===== config.mk =====
export PLATFORM = sky130hd
export DESIGN_NAME = char_lcd_buffer_controller_top
export DESIGN_NICKNAME = d
export VERILOG_FILES = /design/src/rtl/core/clcd_pkg.sv /design/src/rtl/core/clcd_ram.sv /design/src/rtl/core/char_lcd_buffer_controller_top.sv
export SDC_FILE = /design/constraint.sdc
export NUM_CORES = 1
export LEC_CHECK = 0
export ABC_AREA = 1
export BUFFER_PORTS_ARGS = -buffer_cell sky130_fd_sc_hd__buf_2
export CELL_PAD_IN_SITES_DETAIL_PLACEMENT = 0
export CELL_PAD_IN_SITES_GLOBAL_PLACEMENT = 1
export CORE_MARGIN = 2
export CORE_UTILIZATION = 41
export DETAILED_ROUTE_END_ITERATION = 12
export PLACE_DENSITY_LB_ADDON = 0.1
export SLEW_MARGIN = 10
export SYNTH_ARGS = -nofsm -noshare
export SYNTH_HDL_FRONTEND = slang
export SYNTH_SLANG_ARGS = --single-unit

===== constraint.sdc =====
create_clock -name clk -period 8.55 [get_ports clk]
set_input_delay 0.855 -clock clk [delete_from_list [all_inputs] [get_ports clk]]
set_output_delay 0.855 -clock clk [all_outputs]
set_load 0.02 [all_outputs]

===== src/rtl/core/clcd_pkg.sv =====
// shared types, codes and command bytes for the character lcd buffer controller
// no dependencies; imported by clcd_ram and char_lcd_buffer_controller_top
package clcd_pkg;

  localparam int MAX_COLUMNS_DEF = 20;
  localparam int MAX_ROWS_DEF    = 4;

  localparam int COL_W     = 5;
  localparam int ROW_W     = 2;
  localparam int CUR_ROW_W = 3;
  localparam int STEP_W    = 4;

  localparam logic [2:0] KIND_INIT       = 3'd0;
  localparam logic [2:0] KIND_CLEAR      = 3'd1;
  localparam logic [2:0] KIND_SET_CURSOR = 3'd2;
  localparam logic [2:0] KIND_PUT        = 3'd3;
  localparam logic [2:0] KIND_REFRESH    = 3'd4;

  localparam logic [1:0] STATUS_XFER     = 2'd0;
  localparam logic [1:0] STATUS_PAST_END = 2'd1;
  localparam logic [1:0] STATUS_COL_OOR  = 2'd2;

  localparam logic [1:0] REG_COLUMNS = 2'd0;
  localparam logic [1:0] REG_ROWS    = 2'd1;
  localparam logic [1:0] REG_BUS4    = 2'd2;

  localparam logic [7:0] CMD_FUNCTION_SET = 8'h20;
  localparam logic [7:0] FSET_8BIT        = 8'h10;
  localparam logic [7:0] FSET_TWO_LINE    = 8'h08;
  localparam logic [7:0] CMD_DISPLAY_ON   = 8'h0C;
  localparam logic [7:0] CMD_CLEAR        = 8'h01;
  localparam logic [7:0] CMD_ENTRY_MODE   = 8'h06;
  localparam logic [7:0] CMD_HOME         = 8'h02;
  localparam logic [7:0] CMD_DDRAM        = 8'h80;
  localparam logic [7:0] DDRAM_ROW1       = 8'h40;
  localparam logic [7:0] WAKE_NIBBLE      = 8'h03;
  localparam logic [7:0] WAKE_LAST_NIBBLE = 8'h02;
  localparam logic [7:0] CHAR_SPACE       = 8'h20;
  localparam logic [7:0] CHAR_NEWLINE     = 8'h0A;

  // init sequence: steps 0..3 wake-up, 4..8 setup bytes
  localparam logic [STEP_W-1:0] INIT_FIRST_SETUP = 4'd4;
  localparam logic [STEP_W-1:0] INIT_LAST_WAKE   = 4'd3;
  localparam logic [STEP_W-1:0] INIT_LAST_STEP   = 4'd8;

  typedef enum logic [2:0] {
    ST_IDLE,
    ST_INIT,
    ST_CMD,
    ST_DATA,
    ST_FLAG
  } state_t;

  function automatic logic [7:0] init_byte(input logic [STEP_W-1:0] step,
                                           input logic [7:0] fset);
    logic [7:0] b;
    case (step)
      4'd5:    b = CMD_DISPLAY_ON;
      4'd6:    b = CMD_CLEAR;
      4'd7:    b = CMD_ENTRY_MODE;
      4'd8:    b = CMD_HOME;
      default: b = fset;
    endcase
    return b;
  endfunction

endpackage


===== src/rtl/core/clcd_ram.sv =====
// generic single write port ram with registered read
// uses clcd_pkg for the default depth, MAX_COLUMNS_DEF * MAX_ROWS_DEF
module clcd_ram
  import clcd_pkg::*;
#(
  parameter int WIDTH = 8,
  parameter int DEPTH = MAX_COLUMNS_DEF * MAX_ROWS_DEF
) (
  input  logic                     clk,
  input  logic                     wr_en,
  input  logic [$clog2(DEPTH)-1:0] wr_addr,
  input  logic [WIDTH-1:0]         wr_data,
  input  logic [$clog2(DEPTH)-1:0] rd_addr,
  output logic [WIDTH-1:0]         rd_data
);

  logic [WIDTH-1:0] mem [DEPTH];

  always_ff @(posedge clk) begin
    if (wr_en) begin
      mem[wr_addr] <= wr_data;
    end
    rd_data <= mem[rd_addr];
  end

endmodule


===== src/rtl/core/char_lcd_buffer_controller_top.sv =====
// character lcd buffer controller: request sequencer, cursor and character store
// depends on clcd_pkg and clcd_ram
//
// usage
//   requests enter on the in channel (in_valid / in_stall), one word per request:
//   kind, column, row, character. bus transfers and flags leave on the out channel
//   (out_valid / out_stall), one word per transfer, final_res on the last word of
//   a request. configuration is written through cfg_write / cfg_index / cfg_data
//   while the block is idle; the user must ensure this, the block does not.
//   in_stall is high while a request is being worked on. clear, set cursor and
//   put char are done in the idle state; a flag adds one word via the flag state.
//   init sends 8 words (8-bit bus) or 14 words (4-bit bus), refresh up to
//   2 + 2*columns words, 42 for a 20 column row. the sequencer loads one word a
//   cycle into the output register while the receiver does not stall; a refresh
//   reads the single store read port one column per byte. when the receiver stalls
//   the output register holds and the sequencer waits. reset clears the cursor,
//   the config to 16 columns, 2 rows, 4-bit bus, and all store fill flags at once,
//   so every cell reads as a space straight away.
module char_lcd_buffer_controller_top
  import clcd_pkg::*;
#(
  parameter int MAX_COLUMNS = MAX_COLUMNS_DEF,
  parameter int MAX_ROWS    = MAX_ROWS_DEF
) (
  input  logic             clk,
  input  logic             rst,
  input  logic             in_valid,
  output logic             in_stall,
  input  logic [2:0]       kind,
  input  logic [COL_W-1:0] column,
  input  logic [ROW_W-1:0] row,
  input  logic [7:0]       character,
  output logic             out_valid,
  input  logic             out_stall,
  output logic             register_select,
  output logic [7:0]       bus_value,
  output logic             half,
  output logic [1:0]       status,
  output logic             final_res,
  input  logic             cfg_write,
  input  logic [1:0]       cfg_index,
  input  logic [COL_W-1:0] cfg_data
);

  localparam int DEPTH  = MAX_COLUMNS * MAX_ROWS;
  localparam int ADDR_W = $clog2(DEPTH);

  state_t               state, state_next;
  logic [STEP_W-1:0]    step, step_next;
  logic                 phase, phase_next;
  logic [COL_W-1:0]     col_idx, col_idx_next;
  logic [ROW_W-1:0]     item_row, item_row_next;
  logic [1:0]           flag_code, flag_code_next;
  logic [COL_W-1:0]     cursor_col, cursor_col_next;
  logic [CUR_ROW_W-1:0] cursor_row, cursor_row_next;
  logic                 stopped, stopped_next;
  logic [DEPTH-1:0]     filled, filled_next;
  logic                 rd_filled;

  logic [COL_W-1:0]     column_count;
  logic [CUR_ROW_W-1:0] row_count;
  logic                 four_bit_bus;
  logic [COL_W-1:0]     eff_cols;
  logic [CUR_ROW_W-1:0] eff_rows;

  logic                 out_valid_next;
  logic                 rs_next, half_next, final_next;
  logic [7:0]           bus_next;
  logic [1:0]           status_next;

  logic                 slot_free, wr_en, use_cursor, single, done, last;
  logic [7:0]           fset, xfer_byte, rd_data, char_byte;
  logic                 xfer_rs;
  logic [CUR_ROW_W-1:0] sel_row;
  logic [COL_W-1:0]     sel_col;
  logic [ADDR_W-1:0]    addr;

  clcd_ram #(
    .WIDTH(8),
    .DEPTH(DEPTH)
  ) u_store (
    .clk    (clk),
    .wr_en  (wr_en),
    .wr_addr(addr),
    .wr_data(character),
    .rd_addr(addr),
    .rd_data(rd_data)
  );

  assign in_stall  = (state != ST_IDLE);
  assign slot_free = !out_valid || !out_stall;
  assign char_byte = rd_filled ? rd_data : CHAR_SPACE;

  always_comb begin
    if (column_count == '0) begin
      eff_cols = COL_W'(1);
    end else if (column_count > COL_W'(MAX_COLUMNS)) begin
      eff_cols = COL_W'(MAX_COLUMNS);
    end else begin
      eff_cols = column_count;
    end
    if (row_count == '0) begin
      eff_rows = CUR_ROW_W'(1);
    end else if (row_count > CUR_ROW_W'(MAX_ROWS)) begin
      eff_rows = CUR_ROW_W'(MAX_ROWS);
    end else begin
      eff_rows = row_count;
    end
    fset = CMD_FUNCTION_SET | (four_bit_bus ? 8'h00 : FSET_8BIT)
         | ((eff_rows > CUR_ROW_W'(1)) ? FSET_TWO_LINE : 8'h00);
  end

  // current transfer of the sequencer
  always_comb begin
    xfer_byte = 8'h00;
    xfer_rs   = 1'b0;
    single    = 1'b0;
    last      = 1'b0;
    case (state)
      ST_INIT: begin
        if (four_bit_bus && step <= INIT_LAST_WAKE) begin
          single    = 1'b1;
          xfer_byte = (step == INIT_LAST_WAKE) ? WAKE_LAST_NIBBLE : WAKE_NIBBLE;
        end else if (step < INIT_FIRST_SETUP) begin
          xfer_byte = fset;
        end else begin
          xfer_byte = init_byte(step, fset);
        end
        last = (step == INIT_LAST_STEP);
      end
      ST_CMD: begin
        xfer_byte = item_row[0] ? (CMD_DDRAM | DDRAM_ROW1) : CMD_DDRAM;
      end
      ST_DATA: begin
        xfer_byte = char_byte;
        xfer_rs   = 1'b1;
        last      = (col_idx == eff_cols - COL_W'(1));
      end
      ST_FLAG: begin
        last = 1'b1;
      end
      default: ;
    endcase
    done = single || !four_bit_bus || phase;
  end

  always_comb begin
    state_next      = state;
    step_next       = step;
    phase_next      = phase;
    col_idx_next    = col_idx;
    item_row_next   = item_row;
    flag_code_next  = flag_code;
    cursor_col_next = cursor_col;
    cursor_row_next = cursor_row;
    stopped_next    = stopped;
    filled_next     = filled;
    wr_en           = 1'b0;
    out_valid_next  = out_valid && out_stall;
    rs_next         = register_select;
    bus_next        = bus_value;
    half_next       = half;
    status_next     = status;
    final_next      = final_res;

    if (state == ST_IDLE) begin
      if (in_valid) begin
        case (kind)
          KIND_INIT: begin
            filled_next     = '0;
            cursor_col_next = '0;
            cursor_row_next = '0;
            stopped_next    = 1'b0;
            step_next       = four_bit_bus ? STEP_W'(0) : STEP_W'(1);
            phase_next      = 1'b0;
            state_next      = ST_INIT;
          end
          KIND_CLEAR: begin
            filled_next = '0;
          end
          KIND_SET_CURSOR: begin
            if (column >= eff_cols) begin
              flag_code_next = STATUS_COL_OOR;
              stopped_next   = 1'b1;
              state_next     = ST_FLAG;
            end else begin
              cursor_col_next = column;
              cursor_row_next = {1'b0, row};
              stopped_next    = 1'b0;
            end
          end
          KIND_PUT: begin
            if (!stopped) begin
              if (character == CHAR_NEWLINE) begin
                cursor_col_next = '0;
                if (cursor_row != '1) begin
                  cursor_row_next = cursor_row + CUR_ROW_W'(1);
                end
              end else if (cursor_row >= eff_rows) begin
                flag_code_next = STATUS_PAST_END;
                stopped_next   = 1'b1;
                state_next     = ST_FLAG;
              end else if (cursor_col >= eff_cols) begin
                flag_code_next = STATUS_COL_OOR;
                stopped_next   = 1'b1;
                state_next     = ST_FLAG;
              end else begin
                wr_en = 1'b1;
                if (cursor_col + COL_W'(1) >= eff_cols) begin
                  cursor_col_next = '0;
                  if (cursor_row != '1) begin
                    cursor_row_next = cursor_row + CUR_ROW_W'(1);
                  end
                end else begin
                  cursor_col_next = cursor_col + COL_W'(1);
                end
              end
            end
          end
          KIND_REFRESH: begin
            if ({1'b0, row} < eff_rows) begin
              item_row_next = row;
              col_idx_next  = '0;
              phase_next    = 1'b0;
              state_next    = (row < ROW_W'(2)) ? ST_CMD : ST_DATA;
            end
          end
          default: ;
        endcase
      end
    end else if (slot_free) begin
      out_valid_next = 1'b1;
      final_next     = last && (done || state == ST_FLAG);
      if (state == ST_FLAG) begin
        rs_next     = 1'b0;
        bus_next    = 8'h00;
        half_next   = 1'b0;
        status_next = flag_code;
        state_next  = ST_IDLE;
      end else begin
        rs_next     = xfer_rs;
        status_next = STATUS_XFER;
        if (single) begin
          bus_next  = {4'h0, xfer_byte[3:0]};
          half_next = 1'b1;
        end else if (four_bit_bus) begin
          bus_next  = phase ? {4'h0, xfer_byte[3:0]} : {4'h0, xfer_byte[7:4]};
          half_next = 1'b1;
        end else begin
          bus_next  = xfer_byte;
          half_next = 1'b0;
        end
        phase_next = !done;
        if (done) begin
          case (state)
            ST_INIT: begin
              if (last) begin
                state_next = ST_IDLE;
              end else begin
                step_next = step + STEP_W'(1);
              end
            end
            ST_CMD: begin
              state_next = ST_DATA;
            end
            ST_DATA: begin
              if (last) begin
                state_next = ST_IDLE;
              end else begin
                col_idx_next = col_idx + COL_W'(1);
              end
            end
            default: ;
          endcase
        end
      end
    end

    // one address unit serves the put write and the refresh read
    use_cursor = (state == ST_IDLE) && !(in_valid && kind == KIND_REFRESH);
    sel_row    = use_cursor ? cursor_row : {1'b0, item_row_next};
    sel_col    = use_cursor ? cursor_col : col_idx_next;
    addr       = ADDR_W'(int'(sel_row) * MAX_COLUMNS + int'(sel_col));
    if (wr_en) begin
      filled_next[addr] = 1'b1;
    end
  end

  always_ff @(posedge clk) begin
    if (rst) begin
      state        <= ST_IDLE;
      step         <= '0;
      phase        <= 1'b0;
      col_idx      <= '0;
      item_row     <= '0;
      flag_code    <= STATUS_XFER;
      cursor_col   <= '0;
      cursor_row   <= '0;
      stopped      <= 1'b0;
      filled       <= '0;
      out_valid    <= 1'b0;
      column_count <= COL_W'(16);
      row_count    <= CUR_ROW_W'(2);
      four_bit_bus <= 1'b1;
    end else begin
      state      <= state_next;
      step       <= step_next;
      phase      <= phase_next;
      col_idx    <= col_idx_next;
      item_row   <= item_row_next;
      flag_code  <= flag_code_next;
      cursor_col <= cursor_col_next;
      cursor_row <= cursor_row_next;
      stopped    <= stopped_next;
      filled     <= filled_next;
      out_valid  <= out_valid_next;
      if (cfg_write) begin
        case (cfg_index)
          REG_COLUMNS: column_count <= cfg_data;
          REG_ROWS:    row_count    <= cfg_data[CUR_ROW_W-1:0];
          REG_BUS4:    four_bit_bus <= cfg_data[0];
          default: ;
        endcase
      end
    end
  end

  always_ff @(posedge clk) begin
    register_select <= rs_next;
    bus_value       <= bus_next;
    half            <= half_next;
    status          <= status_next;
    final_res       <= final_next;
    rd_filled       <= filled[addr];
  end

  a_flag_is_final: assert property (@(posedge clk) disable iff (rst)
    out_valid && status != STATUS_XFER |-> final_res && !half && bus_value == 8'h00)
    else $error("flag word is not a lone final word");

  a_nibble_low: assert property (@(posedge clk) disable iff (rst)
    out_valid && half |-> bus_value[7:4] == 4'h0)
    else $error("nibble word carries high bits");

  a_reset_idle: assert property (@(posedge clk)
    $past(rst) |-> !out_valid && state == ST_IDLE)
    else $error("block not idle after reset");

endmodule


# After elaboration in Yosys (flattened, before gate mapping)
# Memory sizes are Yosys's and may differ from the RTL's. A register that Yosys moved wholly into a read port is not among the register bits.
# Index checks and enable logic that the tools add are counted.
[classes] n_addsub=6 mul=1 n_lt_le_gt_ge=13 n_eq_ne=38 n_mux=113 bitwise_logic=3 n_reduce_logical=42
[op_table] op="80-bit 2-to-1 mux" n=4
[op_table] op="5-bit 2-to-1 mux" n=19
[op_table] op="80-bit OR" n=1
[op_table] op="3-bit 2-to-1 mux" n=22
[op_table] op="4-bit 2-to-1 mux" n=11
[op_table] op="1-bit 2-to-1 mux" n=31
[op_table] op="3-bit inequality test (second input constant)" n=9
[op_table] op="6-bit case mux with 4 select lines" n=1
[op_table] op="8-bit case mux with 3 select lines" n=1
[op_table] op="7-bit AND reduction" n=3
[op_table] op="2-bit 2-to-1 mux" n=9
[op_table] op="8-bit 2-to-1 mux" n=2
[op_table] op="5-bit >= comparator" n=3
[op_table] op="5-bit case mux with 3 select lines" n=1
[op_table] op="3-bit by 2-bit equality test with 1-bit output (second input constant)" n=4
[op_table] op="4-bit by 3-bit equality test with 1-bit output (second input constant)" n=3
[op_table] op="6-bit 2-to-1 mux" n=2
[op_table] op="3-bit case mux with 4 select lines" n=1
[op_table] op="11-bit AND reduction" n=1
[op_table] op="5-bit by 1-bit adder with 5-bit output (second input constant)" n=2
[op_table] op="2-bit inequality test (second input constant)" n=5
[op_table] op="3-bit logical NOT" n=3
[op_table] op="3-bit case mux with 3 select lines" n=1
[op_table] op="3-bit nonzero test" n=3
[op_table] op="other kinds (49)" n=74
[word_totals] register_bits=130 mem_bits_rw=640 output_inout_bits=15 word_cells=238 n_memories=1
[mem_list] name="u_store.mem" words=80 word_bits=8 rd=1 rd_clocked_by_memory_dff=1 write_ports=1 line="clcd_ram.sv:17" rtl="logic [WIDTH-1:0] mem [DEPTH];"

# Depth between registers and ports, before layout
# Gate-level depths: netlist (run 1).
[logic_depth] ltp_word=20 ltp_mapped=34

# By module
# From an unflattened synthesis (run 1), not the netlist that was laid out.
[unflattened] hier_cells=3297 area_unflattened_um2=33906.3
[by_module_without_submodules] mod="clcd_ram" n_inst=1 cells_each=2188 area_each_um2=26372.8 seq_area_each_um2=19378.6
[by_module_without_submodules] mod="char_lcd_buffer_controller_top" n_inst=1 cells_each=1109 area_each_um2=7533.5 seq_area_each_um2=2732.6

# Worst setup path after synthesis (run 1)
# Ideal clock, no wire load.
[synth_timing] kind="reg-to-reg" from="register column_count[2]" to="memory u_store.mem[0][0] (enable)" setup_time_ps=374 t_arrival_ps=4480 required_time_ps=8176 path_slack_ps=3696 stages_incl_launch_ff=33 cell_sequence="dfxtp_1 > nor2_2 > nor2_2 > o21ai_0 > nand2_1 > ha_1 > inv_1 > nand2_1 > nand2_1 > nor2_1 > nand2_1 > nor2_1 > nand2_1 > nor2_1 > nand3_2 > nand2_1 > nor4_1 > inv_1 > o21ai_0 > o21ai_0 > o21ai_0 > ha_1 > inv_1 > fa_1 > or2_2 > a21boi_0 > xor2_1 > inv_2 > nor2_4 > inv_2 > nor2_1 > inv_2 > nor2_1"
[synth_between] elab_chain_len=14 word_cells_on_any_way=25 classes_between="2 x add/sub; 2 x order compare; 1 x eq/ne; 19 x mux; 1 x reduce/logical"
[synth_rtl] element="start: declaration" line="char_lcd_buffer_controller_top.sv:60" rtl="logic [COL_W-1:0] column_count;"
[synth_rtl] element="start signal: assignment" line="char_lcd_buffer_controller_top.sv:319" rtl="REG_COLUMNS: column_count <= cfg_data;"
[synth_rtl] element="5-bit greater-than comparator" line="char_lcd_buffer_controller_top.sv:97" rtl="end else if (column_count > COL_W'(MAX_COLUMNS)) begin"
[synth_rtl] element="5-bit 2-to-1 mux" line="char_lcd_buffer_controller_top.sv:97"
[synth_rtl] element="5-bit 2-to-1 mux *" line="char_lcd_buffer_controller_top.sv:95" rtl="if (column_count == '0) begin"
[synth_rtl] element="5-bit by 1-bit subtractor with 5-bit output" line="char_lcd_buffer_controller_top.sv:137" rtl="last = (col_idx == eff_cols - COL_W'(1));"
[synth_rtl] element="5-bit equality test" line="char_lcd_buffer_controller_top.sv:137"
[synth_rtl] element="1-bit case mux with 3 select lines" line="char_lcd_buffer_controller_top.sv:119" rtl="case (state)"
[synth_rtl] element="5-bit 2-to-1 mux" line="char_lcd_buffer_controller_top.sv:267" rtl="if (last) begin"
[synth_rtl] element="5-bit 2-to-1 mux" line="char_lcd_buffer_controller_top.sv:255" rtl="case (state)"
[synth_rtl] element="5-bit 2-to-1 mux" line="char_lcd_buffer_controller_top.sv:254" rtl="if (done) begin"
[synth_rtl] element="5-bit 2-to-1 mux" line="char_lcd_buffer_controller_top.sv:234" rtl="if (state == ST_FLAG) begin"
[synth_rtl] element="5-bit 2-to-1 mux" line="char_lcd_buffer_controller_top.sv:231" rtl="end else if (slot_free) begin"
[synth_rtl] element="5-bit 2-to-1 mux" line="char_lcd_buffer_controller_top.sv:166" rtl="if (state == ST_IDLE) begin"
[synth_rtl] element="5-bit 2-to-1 mux" line="char_lcd_buffer_controller_top.sv:282" rtl="sel_col = use_cursor ? cursor_col : col_idx_next;"
[synth_rtl] element="7-bit by 5-bit adder with 7-bit output" line="char_lcd_buffer_controller_top.sv:283" rtl="addr = ADDR_W'(int'(sel_row) * MAX_COLUMNS + int'(sel_col));"
[synth_rtl] element="end: declaration" line="clcd_ram.sv:17"
# Every way passes the cells marked *; elsewhere a longest branch is shown, timed or not.

# Worst setup path in the final report (run 1)
[layout_timing] from="register column_count[3]" to="memory u_store.mem[68][7] (enable)"
# The elaborated chain is that of the path after synthesis.

==> results of run 1 <==
-- metrics by stage --
stage | instance area, µm² | instances | total power, µW
2_1_floorplan | 34800 | 3777 | 6370
3_3_place_gp | 36000 | 4814 | 7490
3_5_place_dp | 36000 | 4814 | 7490
4_1_cts | 38800 | 4972 | 11300
5_1_grt | 38800 | 4972 | 11700
6_report | 38800 | 4972 | 11200
-- power groups by stage --
stage	registers (µW)	clock network, µW	logic [µW]
after floorplan	4340	0	2030
after global placement	4320	0	3160
after detailed placement	4320	0	3170
after CTS	4240	3850	3180
after global routing	4250	4000	3500
final	4240	3780	3160
-- layout make-up --
cell class	count	area [µm²]	share of cell area
Clock buffer	116	2390	0.0615
Inverter	160	602	0.0155
Tap cell	1134	1420	0.0365
Multi-Input combinational cell	2666	11300	0.292
Sequential cell	778	22100	0.569
Clock inverter	42	502	0.0129
Timing Repair Buffer	76	495	0.0128
-- per-layer routing --
layer	global-route usage	wire [µm]	vias to the layer above
met1	0.334	48200	12340
met5	0	12	-
li1	-	-	12245
met3	0.0374	5520	160
met2	0.413	50600	664
met4	0.0671	2650	2
-- layout by cell type (no fill, tap or decap), drive strengths merged, types with 2 or more instances in the layout --
cell and n:
nand2 2025, edfxtp 653, nor2 208, inv 160, nand3 133, dfxtp 125
a21oi 116, clkbuf 116, buf 76, o21ai 68, ha 34, clkinv 26
nor3 22, nand4 11, bufinv 10, clkinvlp 6, xor2 5, a31oi 5
nor4 4, o211ai 4, o22ai 4, o21a 3, a221oi 3, nor3b 3
a211oi 2, or2 2, a21boi 2, xnor2 2, a32o 2
-- critical path: cells and delay by family, from the launching register on --
family	cells	cell delay, ps
AO/OA/AOI/OAI	4	610
adder cells (fa/ha/maj)	3	1260
buffers and inverters	5	720
flip-flops	1	350
AND/OR/NAND/NOR	17	3050
-- logic make-up (layout without fill, tap and decap cells) --
kind of cell / after synthesis / in the layout
DFF: 778 / 778
and+or+nand+nor: 2410 / 2410
xor gates and xnor gates: 7 / 7
adders and majority gates: 35 / 35
buffers and inverters: 333 / 394
AOI/OAI and AO/OA: 214 / 214
-- registers in the layout, indices dropped and copies added, names as in the netlist, 2 cells and up --
| signal | flops |
|---|---|
| status | 2 |
| col_idx | 5 |
| filled | 80 |
| u_store.mem | 640 |
| u_store.rd_data | 8 |
| column_count | 5 |
| cursor_col | 5 |
| cursor_row | 3 |
| row_count | 3 |
| bus_value | 8 |
| state | 3 |
| item_row | 2 |
| flag_code | 2 |
| step | 4 |
-- worst min path at each step --
stage / startpoint / to / slack (ps)
6_report: filled[2] / filled[2] / 460
5_1_grt: filled[62] / filled[62] / 480
4_1_cts: filled[70] / filled[70] / 460
3_5_place_dp: filled[70] / filled[70] / 450
3_3_place_gp: filled[70] / filled[70] / 450
2_1_floorplan: flag_code[0] / flag_code[0] / 430
==> flow_metrics.env, run 1 <==
export IMPL_fin_skew_ps=22.3
export IMPL_cts_sinks=778
export IMPL_chipHeight_um=295
export IMPL_arrival_ps=6630
export IMPL_vias=25411
export IMPL_r2r_end="u_store.mem[68][7]"
export IMPL_initial_core_util=0.415
export IMPL_crit_top_cell="nand2_1"
export IMPL_seq_power_share=0.380
export IMPL_switchingPower_uw=3980
export IMPL_slowest_stage="fa_1"
export IMPL_ant_nets=0
export IMPL_hold_class="flip-flop to flip-flop"
export IMPL_synth_compound_area_frac=0.0330
export IMPL_worst_path_max_fanout=19
export IMPL_worstMarginPinSlew_ps=1210
export IMPL_yosysSeqAreaShare=0.635
export IMPL_switching_share=0.356
export IMPL_leakage_uw=0.0158
export IMPL_cts_setup_buffers=0
export IMPL_synth_nets=3842
export IMPL_synth_top_family_by_area="simple AND/OR/NAND/NOR gates"
export IMPL_synth_top_cell_by_area="edfxtp_1"
export IMPL_cp_start_kind="flip-flop"
export IMPL_period_minus_slack_ps=6380
export IMPL_clock_latency_ps=630
export IMPL_cts_root_buf="clkbuf_16"
export IMPL_yosys_top_cells_area="edfxtp_1 (56%), nand2_1 (22%), dfxtp_1 (7.2%), nand3_1 (1.8%), a21oi_1 (1.7%)"
export IMPL_design_die_area_um2=87300
export IMPL_max_stage_delay_ps=740
export IMPL_routed_wl_um=107000
export IMPL_crit_path_start="column_count[3]"
export IMPL_critPathCapture="u_store.mem[68][7]"
export IMPL_filler_cell_count=8141
export IMPL_grt_max_degree=141
export IMPL_cts_tree="built"
export IMPL_antenna_cells=0
export IMPL_setup_viol=0
export IMPL_layout_drive_gt1_share=0.0951
export IMPL_rsz0062_at_grt="no"
export IMPL_cts_buffers_inserted=85
export IMPL_viasPerCell=5.11
export IMPL_ioPinCount=45
export IMPL_synthSimpleGateAreaFrac=0.276
export IMPL_nets=3832
export IMPL_setup_slack_ps=2170
export IMPL_grt_overflow_total=0
export IMPL_max_freq_mhz=157
export IMPL_critPathRequiredTime_ps=8800
export IMPL_r2r_start="column_count[3]"
export IMPL_dr_pass1_iters=5
export IMPL_worst_hold_slack_ps=463
export IMPL_synthAdderAreaFrac=0.0128
export IMPL_synth_edff_count=653
export IMPL_hpwl_um=66300
export IMPL_syn_inst=3777
export IMPL_drv_slew=0
export IMPL_grt_first_pass_wirelength_um=160000
export IMPL_final_util=0.463
export IMPL_port_buffers=44
export IMPL_crit_type="flip-flop to flip-flop"
export IMPL_drc=0
export IMPL_peakVddDrop_v=0.000162
export IMPL_netlist_area_um2=34800
export IMPL_synthTopCellsByCount="nand2_1 (2020), edfxtp_1 (653), nor2_1 (152)"
export IMPL_pre_cts_ws_ps=1830
export IMPL_maxCapViolCount=0
export IMPL_clkTransAtPathRegs_ps=60
export IMPL_synthXorXnorAreaFrac=0.00176
export IMPL_crit_path_end_kind="flip-flop"
export IMPL_syn2layout_area_growth_pct=11.6
export IMPL_setup_tns_ps=0
export IMPL_synthFlopType="edfxtp_1"
export IMPL_avgSynthCellArea_um2=9.22
export IMPL_cts_hold_fix_buffers=0
export IMPL_core_um2=83800
export IMPL_drt_iter0_drc=2003
export IMPL_ctsResizeCount=0
export IMPL_r2r_cells=29
export IMPL_ys_warn_count=0
export IMPL_yosysTopAreaCellShare=0.563
export IMPL_fin_crit_sh=0.747
export IMPL_regToRegSetupSlack_ps=2170
export IMPL_antenna_found_initial=2
export IMPL_h_tree_depth=3
export IMPL_ys_types=48
export IMPL_status="finished, final reports clean"
export IMPL_wire_per_inst_um=21.5
export IMPL_die_w_um=295
export IMPL_clock_path_buffers=3
export IMPL_p_int_uw=7190
export IMPL_synth_async_reset_ratio=0
export IMPL_min_path_cells=2
export IMPL_grt_pass1_vias=25297
export IMPL_fp_row_count=106
export IMPL_comb_power_share=0.283
export IMPL_synth_seq_cells=778
export IMPL_p_per_area_nw_per_um2=288
export IMPL_pwr_share_clk=0.338
export IMPL_yosysMostFrequentCell="nand2_1"
export IMPL_muxShareOfSynthArea=0
export IMPL_track_usage=0.246
export IMPL_gp_congestion=0.906
export IMPL_hold_violations=0
export IMPL_slew_headroom=0.193
Power figures use the tool's default switching activity.
==> run 2: changes to the inputs <==
==> constraint.sdc (replaced) <==
create_clock -name clk -period 6.2 [get_ports clk]
set_input_delay 0.62 -clock clk [delete_from_list [all_inputs] [get_ports clk]]
set_output_delay 0.62 -clock clk [all_outputs]
set_load 0.02 [all_outputs]
==> run 2 against run 1 <==
  * Clock skew is 6.1 ps lower
  * Register-to-register slack got worse by 1800 ps
  * Via count up 0.16%
  * Core utilization increased by 0.51 points
  * Worst hold slack worse by 230 ps
  * Non-clock buffer count rose by 22
  * Maximum frequency up 9.1%
  * Sequential share of layout area is 0.61 points lower
  * Cell area grew 1.1%
  * Combinational power grew 42%
  * Global-route usage down 0.45 points
  * Sequential cell count is the same
  * Critical endpoint is now u_store.mem[13][5]
  * Largest power group unchanged
==> flow_metrics.env, run 2 (synthesis gave the netlist of run 1 again) <==
export IMPL_hpwl_um=64600
export IMPL_cts_root_buf="clkbuf_16"
export IMPL_slew_headroom=0.328
export IMPL_path_buf_inv=6
export IMPL_setup_viol=0
export IMPL_critPathRequiredTime_ps=6470
export IMPL_peakVddDrop_v=0.000223
export IMPL_r2r_cells=32
export IMPL_fin_skew_ps=16.3
export IMPL_switching_share=0.363
export IMPL_grt_max_degree=122
export IMPL_status="finished, final reports clean"
export IMPL_cts_sinks=778
export IMPL_power_total_uw=15400
export IMPL_most_common_layout_cells="nand2_1 (2016), edfxtp_1 (653), nor2_1 (137)"
export IMPL_cts_hold_fix_buffers=0
export IMPL_syn2layout_area_growth_pct=12.8
export IMPL_pwr_share_clk=0.329
export IMPL_crit_top_cell="nand2_1"
export IMPL_grt_pass1_vias=25062
export IMPL_ioPinCount=45
export IMPL_h_tree_depth=3
export IMPL_max_freq_mhz=171
export IMPL_routed_wl_um=106000
export IMPL_antenna_found_initial=2
export IMPL_cp_top_family="simple AND/OR/NAND/NOR gates"
export IMPL_worstMarginPinSlew_ps=1000
export IMPL_chipHeight_um=295
export IMPL_p_per_area_nw_per_um2=391
export IMPL_core_um2=83800
export IMPL_reg_top3="u_store.mem (640), filled (80)"
export IMPL_viasPerCell=5.09
export IMPL_pre_cts_ws_ps=251
export IMPL_final_instance_count_excl_fill=4998
export IMPL_grt_first_pass_wirelength_um=157000
export IMPL_worst_hold_slack_ps=237
export IMPL_crit_type="flip-flop to flip-flop"
export IMPL_fin_crit_sh=0.944
export IMPL_nets=3855
export IMPL_gp_congestion=0.951
export IMPL_drt_iter0_drc=2406
export IMPL_p_int_uw=9800
export IMPL_leakage_uw=0.0159
export IMPL_worst_path_stages=32
export IMPL_maxCapViolCount=0
export IMPL_clock_path_buffers=3
export IMPL_comb_power_share=0.292
export IMPL_drv_slew=0
export IMPL_dp_cells=4836
export IMPL_slowest_stage="nor2_1"
export IMPL_vias=25452
export IMPL_cts_buffers_inserted=86
export IMPL_largest_register_ffs=640
export IMPL_design_die_area_um2=87300
export IMPL_min_path_cells=3
export IMPL_clock_latency_ps=640
export IMPL_worst_path_max_fanout=10
export IMPL_cp_start_kind="flip-flop"
export IMPL_ant_nets=0
export IMPL_drc=0
export IMPL_grt_overflow_total=0
export IMPL_layout_drive_gt1_share=0.103
export IMPL_switchingPower_uw=5570
export IMPL_arrival_ps=6120
export IMPL_crit_path_end_kind="flip-flop"
export IMPL_fp_row_count=106
export IMPL_initial_core_util=0.415
export IMPL_die_w_um=295
export IMPL_hold_class="input pin to flip-flop"
export IMPL_rsz0062_at_grt="yes"
export IMPL_setup_slack_ps=350
export IMPL_dr_pass1_iters=5
export IMPL_period_minus_slack_ps=5850
export IMPL_wire_per_inst_um=21.1
export IMPL_top_register="u_store.mem"
export IMPL_max_stage_delay_ps=550
export IMPL_seq_power_share=0.379
export IMPL_clkTransAtPathRegs_ps=60
export IMPL_antenna_cells=0
export IMPL_hold_violations=0
export IMPL_final_common_cell="nand2_1"
export IMPL_track_usage=0.242
export IMPL_cts_setup_buffers=0
export IMPL_cts_tree="built"
export IMPL_port_buffers=44
run 2: changes by cell type in the layout (fill, tap and decap cells not counted), sizes merged:
cell,before,now
inv,160,165
clkbuf,116,117
buf,76,98
bufinv,10,5
clkinv,26,29
run 2: power groups by stage:
| stage | Clock [µW] | Combinational, µW | Sequential, µW |
|---|---|---|---|
| after floorplan | 0 | 2810 | 5980 |
| after global placement | 0 | 4440 | 5940 |
| after detailed placement | 0 | 4420 | 5940 |
| after CTS | 5140 | 4430 | 5830 |
| after global routing | 5330 | 4940 | 5840 |
| final | 5060 | 4490 | 5830 |
run 2: layout make-up:
cell class	count	area [µm²]
Tap cell	1134	1420
Clock inverter	45	428
Timing Repair Buffer	98	761
Clock buffer	117	2370
Sequential cell	778	22100
Multi-Input combinational cell	2666	11600
Inverter	160	602
Fill cell	7955	44600
run 2: stage by stage:
step | cell area [µm²] | utilization | setup TNS, ps
2_1_floorplan | 34800 | - | 0
3_3_place_gp | 36200 | 0.432 | 0
3_5_place_dp | 36200 | 0.432 | 0
4_1_cts | 39000 | 0.465 | 0
5_1_grt | 39300 | 0.468 | -8900
6_report | 39300 | 0.468 | 0
run 2: path summary, 6_finish.rpt:
kind	end	start	slack [ps]
max	u_store.mem[13][5]	column_count[3]	350
min	row_count[2]	cfg_data[2]	240
max reg2reg	u_store.mem[13][5]	column_count[3]	350
min reg2reg	filled[26]	filled[26]	460
run 2: routing by layer:
layer  track usage  vias up  part of all wire
met1         0.333    12248              0.45
met4        0.0729        0             0.024
met2         0.394      774              0.47
met3        0.0389      135             0.060
met5             0        -                 0
li1              -    12295                 -
run 2: worst min-delay path: stages:
cell and delay [ps]:
buf_2 110, inv_1 50, a21oi_1 50
run 2: what timing repair did:
item | CTS | global route
hold endpoints to repair | 0 | 0
gates resized for setup | 0 | 59
setup endpoints to repair | 0 | 479
